File: src/rtl/cbm_pkg.sv
// Shared types, constants and field layout for the cartridge bank mapper.
// No dependencies; used by every module of the block.
package cbm_pkg;

  localparam int ROM_BANK_BYTES = 16384;
  localparam int MAX_ROM_BANKS  = 128;
  localparam int RAM_BANK_BYTES = 8192;
  localparam int RAM_BANKS      = 4;

  localparam int ROM_OFF_W   = $clog2(ROM_BANK_BYTES);
  localparam int ROM_BANK_W  = $clog2(MAX_ROM_BANKS);
  localparam int ROM_ADDR_W  = 21;
  localparam int RAM_OFF_W   = $clog2(RAM_BANK_BYTES);
  localparam int RAM_BANK_W  = (RAM_BANKS > 1) ? $clog2(RAM_BANKS) : 1;
  localparam int RAM_ADDR_W  = $clog2(RAM_BANKS * RAM_BANK_BYTES);
  localparam int RAM_DEPTH   = RAM_BANKS * RAM_BANK_BYTES;

  localparam int ADDR_W      = 16;
  localparam int DATA_W      = 8;
  localparam int IN_TDATA_W  = 24;
  localparam int OUT_TDATA_W = 32;

  localparam int CFG_INDEX_W = 2;
  localparam int CFG_DATA_W  = 7;

  localparam logic [CFG_INDEX_W-1:0] CFG_ROM_BANK_MASK = 2'd0;
  localparam logic [CFG_INDEX_W-1:0] CFG_RAM_PRESENT   = 2'd1;
  localparam logic [CFG_INDEX_W-1:0] CFG_RAM_BANK_MASK = 2'd2;

  // Address regions selected by address[15:13]
  localparam logic [2:0] REGION_RAM_ENABLE = 3'd0;
  localparam logic [2:0] REGION_ROM_BANK   = 3'd1;
  localparam logic [2:0] REGION_UPPER_BANK = 3'd2;
  localparam logic [2:0] REGION_MODE       = 3'd3;
  localparam logic [2:0] REGION_EXT_RAM    = 3'd5;

  localparam logic [3:0]        RAM_ENABLE_KEY = 4'hA;
  localparam logic [DATA_W-1:0] OPEN_BUS       = 8'hFF;
  localparam logic [DATA_W-1:0] MODE_SIMPLE    = 8'h00;
  localparam logic [DATA_W-1:0] MODE_ADVANCED  = 8'h01;

  typedef enum logic [1:0] {
    KIND_ROM   = 2'd0,
    KIND_RAM   = 2'd1,
    KIND_OPEN  = 2'd2,
    KIND_WRITE = 2'd3
  } kind_t;

  typedef struct packed {
    kind_t                  kind;
    logic [ROM_ADDR_W-1:0]  rom_address;
    logic [DATA_W-1:0]      fixed_data;
    logic                   ram_rd;
    logic                   ram_wr;
    logic [RAM_ADDR_W-1:0]  ram_addr;
    logic [DATA_W-1:0]      ram_wdata;
  } access_t;

endpackage

File: src/rtl/cbm_regs.sv
// Configuration and bank registers, access decode and address translation.
// Depends on cbm_pkg; feeds the RAM port and the result pipeline.
module cbm_regs
  import cbm_pkg::*;
(
  input  logic                   clk,
  input  logic                   rst,
  input  logic                   cfg_we,
  input  logic [CFG_INDEX_W-1:0] cfg_index,
  input  logic [CFG_DATA_W-1:0]  cfg_data,
  input  logic                   accept,
  input  logic                   func,
  input  logic [ADDR_W-1:0]      address,
  input  logic [DATA_W-1:0]      write_data,
  output access_t                access
);

  logic [ROM_BANK_W-1:0] rom_bank_mask;
  logic                  ram_present;
  logic [1:0]            ram_bank_mask;
  logic                  ram_enabled;
  logic [4:0]            low_rom_bank;
  logic [1:0]            upper_bank;
  logic                  advanced_mode;

  logic [2:0]            region;
  logic                  ram_ok;
  logic [ROM_BANK_W-1:0] rom_bank;
  logic [RAM_BANK_W-1:0] ram_bank;

  assign region = address[ADDR_W-1:ADDR_W-3];
  assign ram_ok = ram_present && ram_enabled && (region == REGION_EXT_RAM);

  always_ff @(posedge clk) begin
    if (rst) begin
      rom_bank_mask <= ROM_BANK_W'(1);
      ram_present   <= 1'b0;
      ram_bank_mask <= 2'd0;
    end else if (cfg_we) begin
      case (cfg_index)
        CFG_ROM_BANK_MASK: rom_bank_mask <= cfg_data[ROM_BANK_W-1:0];
        CFG_RAM_PRESENT:   ram_present   <= cfg_data[0];
        CFG_RAM_BANK_MASK: ram_bank_mask <= cfg_data[1:0];
        default: ;
      endcase
    end
  end

  always_ff @(posedge clk) begin
    if (rst) begin
      ram_enabled   <= 1'b0;
      low_rom_bank  <= 5'd1;
      upper_bank    <= 2'd0;
      advanced_mode <= 1'b0;
    end else if (accept && func) begin
      case (region)
        REGION_RAM_ENABLE: ram_enabled <= (write_data[3:0] == RAM_ENABLE_KEY);
        REGION_ROM_BANK:   low_rom_bank <= (write_data[4:0] == 5'd0) ? 5'd1 : write_data[4:0];
        REGION_UPPER_BANK: upper_bank <= write_data[1:0];
        REGION_MODE: begin
          if (write_data == MODE_SIMPLE) begin
            advanced_mode <= 1'b0;
          end else if (write_data == MODE_ADVANCED) begin
            advanced_mode <= 1'b1;
          end
        end
        default: ;
      endcase
    end
  end

  always_comb begin
    if (!address[ROM_OFF_W]) begin
      rom_bank = advanced_mode ? (ROM_BANK_W'({upper_bank, 5'd0}) & rom_bank_mask)
                               : '0;
    end else begin
      rom_bank = ROM_BANK_W'({upper_bank, low_rom_bank}) & rom_bank_mask;
    end
    ram_bank = advanced_mode ? RAM_BANK_W'(upper_bank & ram_bank_mask) : '0;
  end

  always_comb begin
    access.rom_address = '0;
    access.fixed_data  = '0;
    access.ram_rd      = 1'b0;
    access.ram_wr      = 1'b0;
    access.ram_addr    = RAM_ADDR_W'({ram_bank, address[RAM_OFF_W-1:0]});
    access.ram_wdata   = write_data;
    if (func) begin
      access.kind   = KIND_WRITE;
      access.ram_wr = ram_ok;
    end else if (!address[ADDR_W-1]) begin
      access.kind        = KIND_ROM;
      access.rom_address = ROM_ADDR_W'({rom_bank, address[ROM_OFF_W-1:0]});
    end else if (ram_ok) begin
      access.kind   = KIND_RAM;
      access.ram_rd = 1'b1;
    end else begin
      access.kind       = KIND_OPEN;
      access.fixed_data = OPEN_BUS;
    end
  end

endmodule

File: config.mk
export PLATFORM = sky130hd
export DESIGN_NAME = cbm_regs
export DESIGN_NICKNAME = d
export VERILOG_FILES = /design/src/rtl/cbm_pkg.sv /design/src/rtl/cbm_regs.sv
export SDC_FILE = /design/constraint.sdc
export NUM_CORES = 1
export LEC_CHECK = 0
export BUFFER_PORTS_ARGS = -buffer_cell sky130_fd_sc_hd__buf_2
export CAP_MARGIN = 20
export CORE_UTILIZATION = 36
export CTS_CLUSTER_DIAMETER = 100
export DETAILED_ROUTE_END_ITERATION = 10
export PLACE_DENSITY = 0.77
export RECOVER_POWER = 50
export SYNTH_ARGS = -nofsm -noshare
export SYNTH_HDL_FRONTEND = slang
export SYNTH_SLANG_ARGS = --single-unit
File: constraint.sdc
create_clock -name clk -period 1.1 [get_ports clk]
set_clock_uncertainty 0.05 [all_clocks]
set_input_delay 0.165 -clock clk [delete_from_list [all_inputs] [get_ports clk]]
set_output_delay 0.165 -clock clk [all_outputs]
set_load 0.01 [all_outputs]
======== Word-level counts from Yosys, hierarchy flattened ========
Cells that the tools add are included.
cells by class
  $add $sub $neg .......................... 0
  magnitude comparators ................... 0
  mux-type cells .......................... 15
  $mul .................................... 0
  bitwise gates (word level) .............. 3
  divide/modulo/power cells ............... 0
  eq/ne operators ......................... 8
  shifts and indexed selects .............. 0
  reduce and logical (&&, ||, !) cells .... 15
operators with widths
  kind                                                 count
  two-way mux 30 bit                                   1
  two-way mux 21 bit                                   1
  bitwise AND 7 bit                                    2
  two-way mux 7 bit                                    2
  AND reduction 2 bit                                  6
  two-way mux 9 bit                                    1
  equality test 8 x 1 -> 1 bit, second input constant  1
  zero test 8 bit                                      1
  two-way mux 2 bit                                    4
  two-way mux 8 bit                                    1
  equality test 3 x 2 -> 1 bit, second input constant  2
  zero test 5 bit                                      1
  two-way mux 5 bit                                    1
  equality test 4 bit, second input constant           1
  two-way mux 1 bit                                    4
  equality test 3 x 1 -> 1 bit, second input constant  1
  equality test 3 bit, second input constant           1
  logical AND 1 bit                                    3
  zero test 3 bit                                      1
  AND reduction 3 bit                                  1
  bitwise AND 2 bit                                    1
  equality test 2 x 1 -> 1 bit, second input constant  1
  equality test 2 bit, second input constant           1
  zero test 2 bit                                      1
  nonzero test 2 bit                                   1
storage, ports and cells
  input port bits ......................... 38
  word-level logic and storage cells ...... 48
  bits in writable memories ............... 0
  bits in latches ......................... 0
  output and inout bits ................... 56
  memory bits (read-only) ................. 0
  memories kept ........................... 0
  flip-flop bits (word level) ............. 19

======== Depth between registers and ports, before layout ========
  word-level depth ........................ 5
  depth in mapped cells ................... 4
  mapped depth without buffers ............ 3

======== Worst setup path after synthesis ========
No wires, ideal clock.
  path kind ............................... in2out
  from .................................... input port address[14]
  to ...................................... output port access[26] in the netlist's numbering
  path slack .............................. -0.139 ns
  data arrival time ....................... 1.024 ns
  stages .................................. 4
  buffers on the path ..................... 1
  required time ........................... 0.885 ns
  cells stage by stage .................... and2b_2 -> nand4_2 -> and3_1 -> buf_4
RTL lines
  element             line            RTL
  start: declaration  cbm_regs.sv:13  input logic [ADDR_W-1:0] address,
  end: declaration    cbm_regs.sv:15  output access_t access

==> results.txt <==
----------------------------------------------------
[Floorplanning]
  Horizontal die dimension ... 60.27 um
  Core area ... 3128 um2
  Boundary Pins ... 94
  Overall die area ... 3632 um2
  Die height ... 60.27 um
  Site row count ... 20
  Effective utilization at floorplan ... 39.08%

[Yosys]
  Synth Area in Adders ... 0%
  Multiplexer share of the synthesized area ... 10.64%
  Cells after Synth ... 143
  Top area cells in the synthesized netlist ... dfxtp_1 31%, buf_4 18%, mux2i_1 11%, and2_1 7.7%, and3_1 5.1%
  Yosys synthesis warning count ... 0
  Main synth FF type ... dfxtp_1
  Register area share after synthesis ... 31.12%
  Most common cell in the synthesized netlist ... buf_4
  Cell type with the largest total area after synthesis ... dfxtp_1
  Average instance area after synthesis ... 8.548 um2
  Number of distinct library cells after synthesis ... 29
  Leading cell types by count after synthesis ... 29 x buf_4, 19 x dfxtp_1, 15 x and2_1, 13 x mux2i_1, 13 x nor2_1
  Share of flip-flops with an asynchronous set or reset after synthesis ... 0%
  Synthesized area ... 1222 um2
  Yosys top cell area share ... 31.12%
  Net count after synthesis ... 181
  Synthesized-area fraction occupied by ao, oa, aoi and oai cells ... 6.755%
  Number of register bits inferred by synthesis ... 19
  Xor-xnor portion of the synthesized cell area ... 0%
  Dominant combinational cell family by area after synthesis ... simple AND/OR/NAND/NOR gates
  Simple logic cell fraction of the synthesized area ... 32.04%
  Post-synth EDFFs ... 0

[Power]
  Register share of total power ... 49.5%
  Clock share of power ... 23.3%
  Cell Int Power ... 1.037 mW
  Comb pwr share ... 27.1%
  Switching share of power ... 28.05%
  LEAKAGE ... 0.9434 nW
  Power density over cell area ... 797.3 nW/um2
  Switching power ... 404.0 uW
  Maximum vdd drop ... 0.5347 mV

[Run status]
  Violated checks ... negative setup slack
  Outcome ... finished, violations left

[Setup path]
  Arrival time worst endpoint ... 1.14 ns
  Kind of end point of the critical path ... primary output
  Worst EP required ... 0.88 ns
  Reg2Reg Setup Slack ... 0.26 ns
  Capture instance of the worst register-to-register path ... rom_bank_mask[1]
  Crit start category ... flop
  Reg2Reg Depth ... 3
  Classification of the worst setup path ... reg -> out
  FF-to-FF Start ... rom_bank_mask[1]
  Peak fanout along the critical path ... 3

[Routing]
  Total via count after detailed routing ... 1279
  Top sig layer ... met3
  Detailed-route wire length per cell ... 12.43 um
  M1 wire length ... 1.512 mm
  Detailed-router iteration count before antenna repair ... 4
  Met3 routed wirelength ... 119 um
  Number of vias per cell ... 4.634
  ANT nets after route ... 0
  DRC errors left ... 0
  Overall routed net length ... 3.430 mm
  Routed met2 length ... 1.798 mm
  Detailed router's first-iteration violation count ... 36

[Clock tree]
  CTS clk-pin slew, worst paths ... 0.10 ns
  Clock latency reported for the late side of the worst-skew pair ... 0.28 ns
  TritonCTS sink count ... 19
  Clk root buf ... clkbuf_4
  CTS Buf Count ... 3
  TritonCTS clock tree ... done
  Maximum level of the CTS H-tree ... 1
  Max Buffers Root-to-Sink ... 2
  Cts-stage hold buffer count ... 0

[Min path]
  Hold Path Depth ... 3
  Worst Min Path Start ... cfg_data[2]
  Worst min-delay path class ... in -> reg
  Worst Hold Path EP ... rom_bank_mask[2]

[STA]
  Max transition margin ... 76.61%
  Final setup margin ... -0.2507 ns
  Setup violators final ... 21
  Setup repair after global routing missed its margin ... yes
  Period utilization ... 122.8%
  Post-layout min period ... 1.351 ns
  Number of slew-limit violations in the final report ... 0
  Worst hold slack ... 0.05020 ns
  Actual transition at the worst max-transition pin ... 0.3479 ns
  Highest Clock Rate ... 740.4 MHz
  Final hold viol count ... 0

[Cells and area]
  Filler cells ... 303
  Share of cells above drive strength 1 ... 55.60%
  Ant. Diodes ... 0
  Signed area change from the synthesized netlist to the final layout ... 47.80%
  Final cell area excluding filler cells ... 1807 um2
  Fin nets ... 271

[Place]
  DP Area ... 1684 um2
  Port bufs ... 93
  DPL Wire Length ... 2.679 mm
  Worst slack at placement ... -0.1564 ns
  Final RePlAce weighted congestion ... 0.7950

[Global route]
  Total grt overflow ... 0
  Via count of the first global-routing pass ... 1061
  Global-route wire length before repair ... 4.926 mm
  Largest net degree at the start of global routing ... 15
  Number of antenna violations at the first check in global routing ... 0
  GR Util All Layers ... 17.98%

[Run]
  Number of max-capacitance violations reported ... 0

----------------------------------------------------
## registers in the layout, indices dropped and copies added (netlist names)
register	count
advanced_mode	1
ram_enabled	1
ram_bank_mask	2
upper_bank	2
low_rom_bank	5
ram_present	1
rom_bank_mask	7
## logic make-up (layout without fill, tap and decap cells)
group,after synthesis,after routing
compound gates,14,14
buf+inv,34,123
flops,19,19
mux,13,13
simple gates,63,63
## power groups by stage
stage	sequential, mW	clock [mW]	combinational (mW)
2_1_floorplan	0.725	0	0.220
3_3_place_gp	0.727	0	0.378
3_5_place_dp	0.728	0	0.384
4_1_cts	0.713	0.346	0.390
5_1_grt	0.716	0.380	0.425
6_report	0.714	0.336	0.390
## final cells by class
cell class	count	area [um2]	area share, %
Multi-Input combinational cell	90	653.1	36.15
Clock buffer	4	26.28	1.454
Timing Repair Buffer	117	669.4	37.05
Sequential cell	19	395.4	21.88
Tap cell	44	55.05	3.047
Inverter	2	7.507	0.4155
## critical path, cell delays in order (launching register included)
cell     delay (ns)
dfxtp_2        0.34
buf_4          0.13
buf_6          0.11
and3_4         0.16
buf_6          0.11
## worst max path at each step
stage | cells past startpoint | slack (ns) | to | from
after floorplan | 4 | -0.02 | access[26] | address[14]
after global placement | 5 | -0.11 | upper_bank[1] | address[15]
after detailed placement | 5 | -0.16 | upper_bank[0] | address[15]
after CTS | 3 | -0.26 | access[31] | ram_enabled
after global routing | 3 | -0.31 | access[26] | ram_enabled
final | 4 | -0.25 | access[21] | advanced_mode
## through the flow
| step | setup TNS, ns | instances | utilization [%] | power (mW) |
|---|---|---|---|---|
| final | -3.524 | 276 | 57.76 | 1.441 |
| after global routing | -4.689 | 276 | 57.76 | 1.520 |
| after CTS | -3.467 | 274 | 56.20 | 1.449 |
| after detailed placement | -2.540 | 269 | 53.84 | 1.112 |
| after global placement | -2.062 | 269 | 53.84 | 1.105 |
| after floorplan | -0.1084 | 143 | - | 0.9447 |
## cell usage in the layout, fill, tap and decap left out, drive strengths merged, types with 2 or more instances in the layout
master	count
buf	100
clkbuf	21
dfxtp	19
and2	15
mux2i	13
nor2	13
and3	10
nand2	7
a21oi	5
o21ai	5
nand3	4
nand3b	3
inv	2
nand4	2
nor4	2
nor3b	2
## per-layer routing
layer	vias to the layer above	track usage (%)
li1	639	-
met1	606	23.08
met2	34	31.87
met3	0	3.247
met4	0	1.993
met5	-	0
## what timing repair did
action                                  CTS  global route
endpoints found under the setup margin   25            35
gates resized for setup                  14            14
buffers inserted                          1             2
pin swaps                                 6             3
cloned                                    0             0
Power figures use the tool's default switching activity.
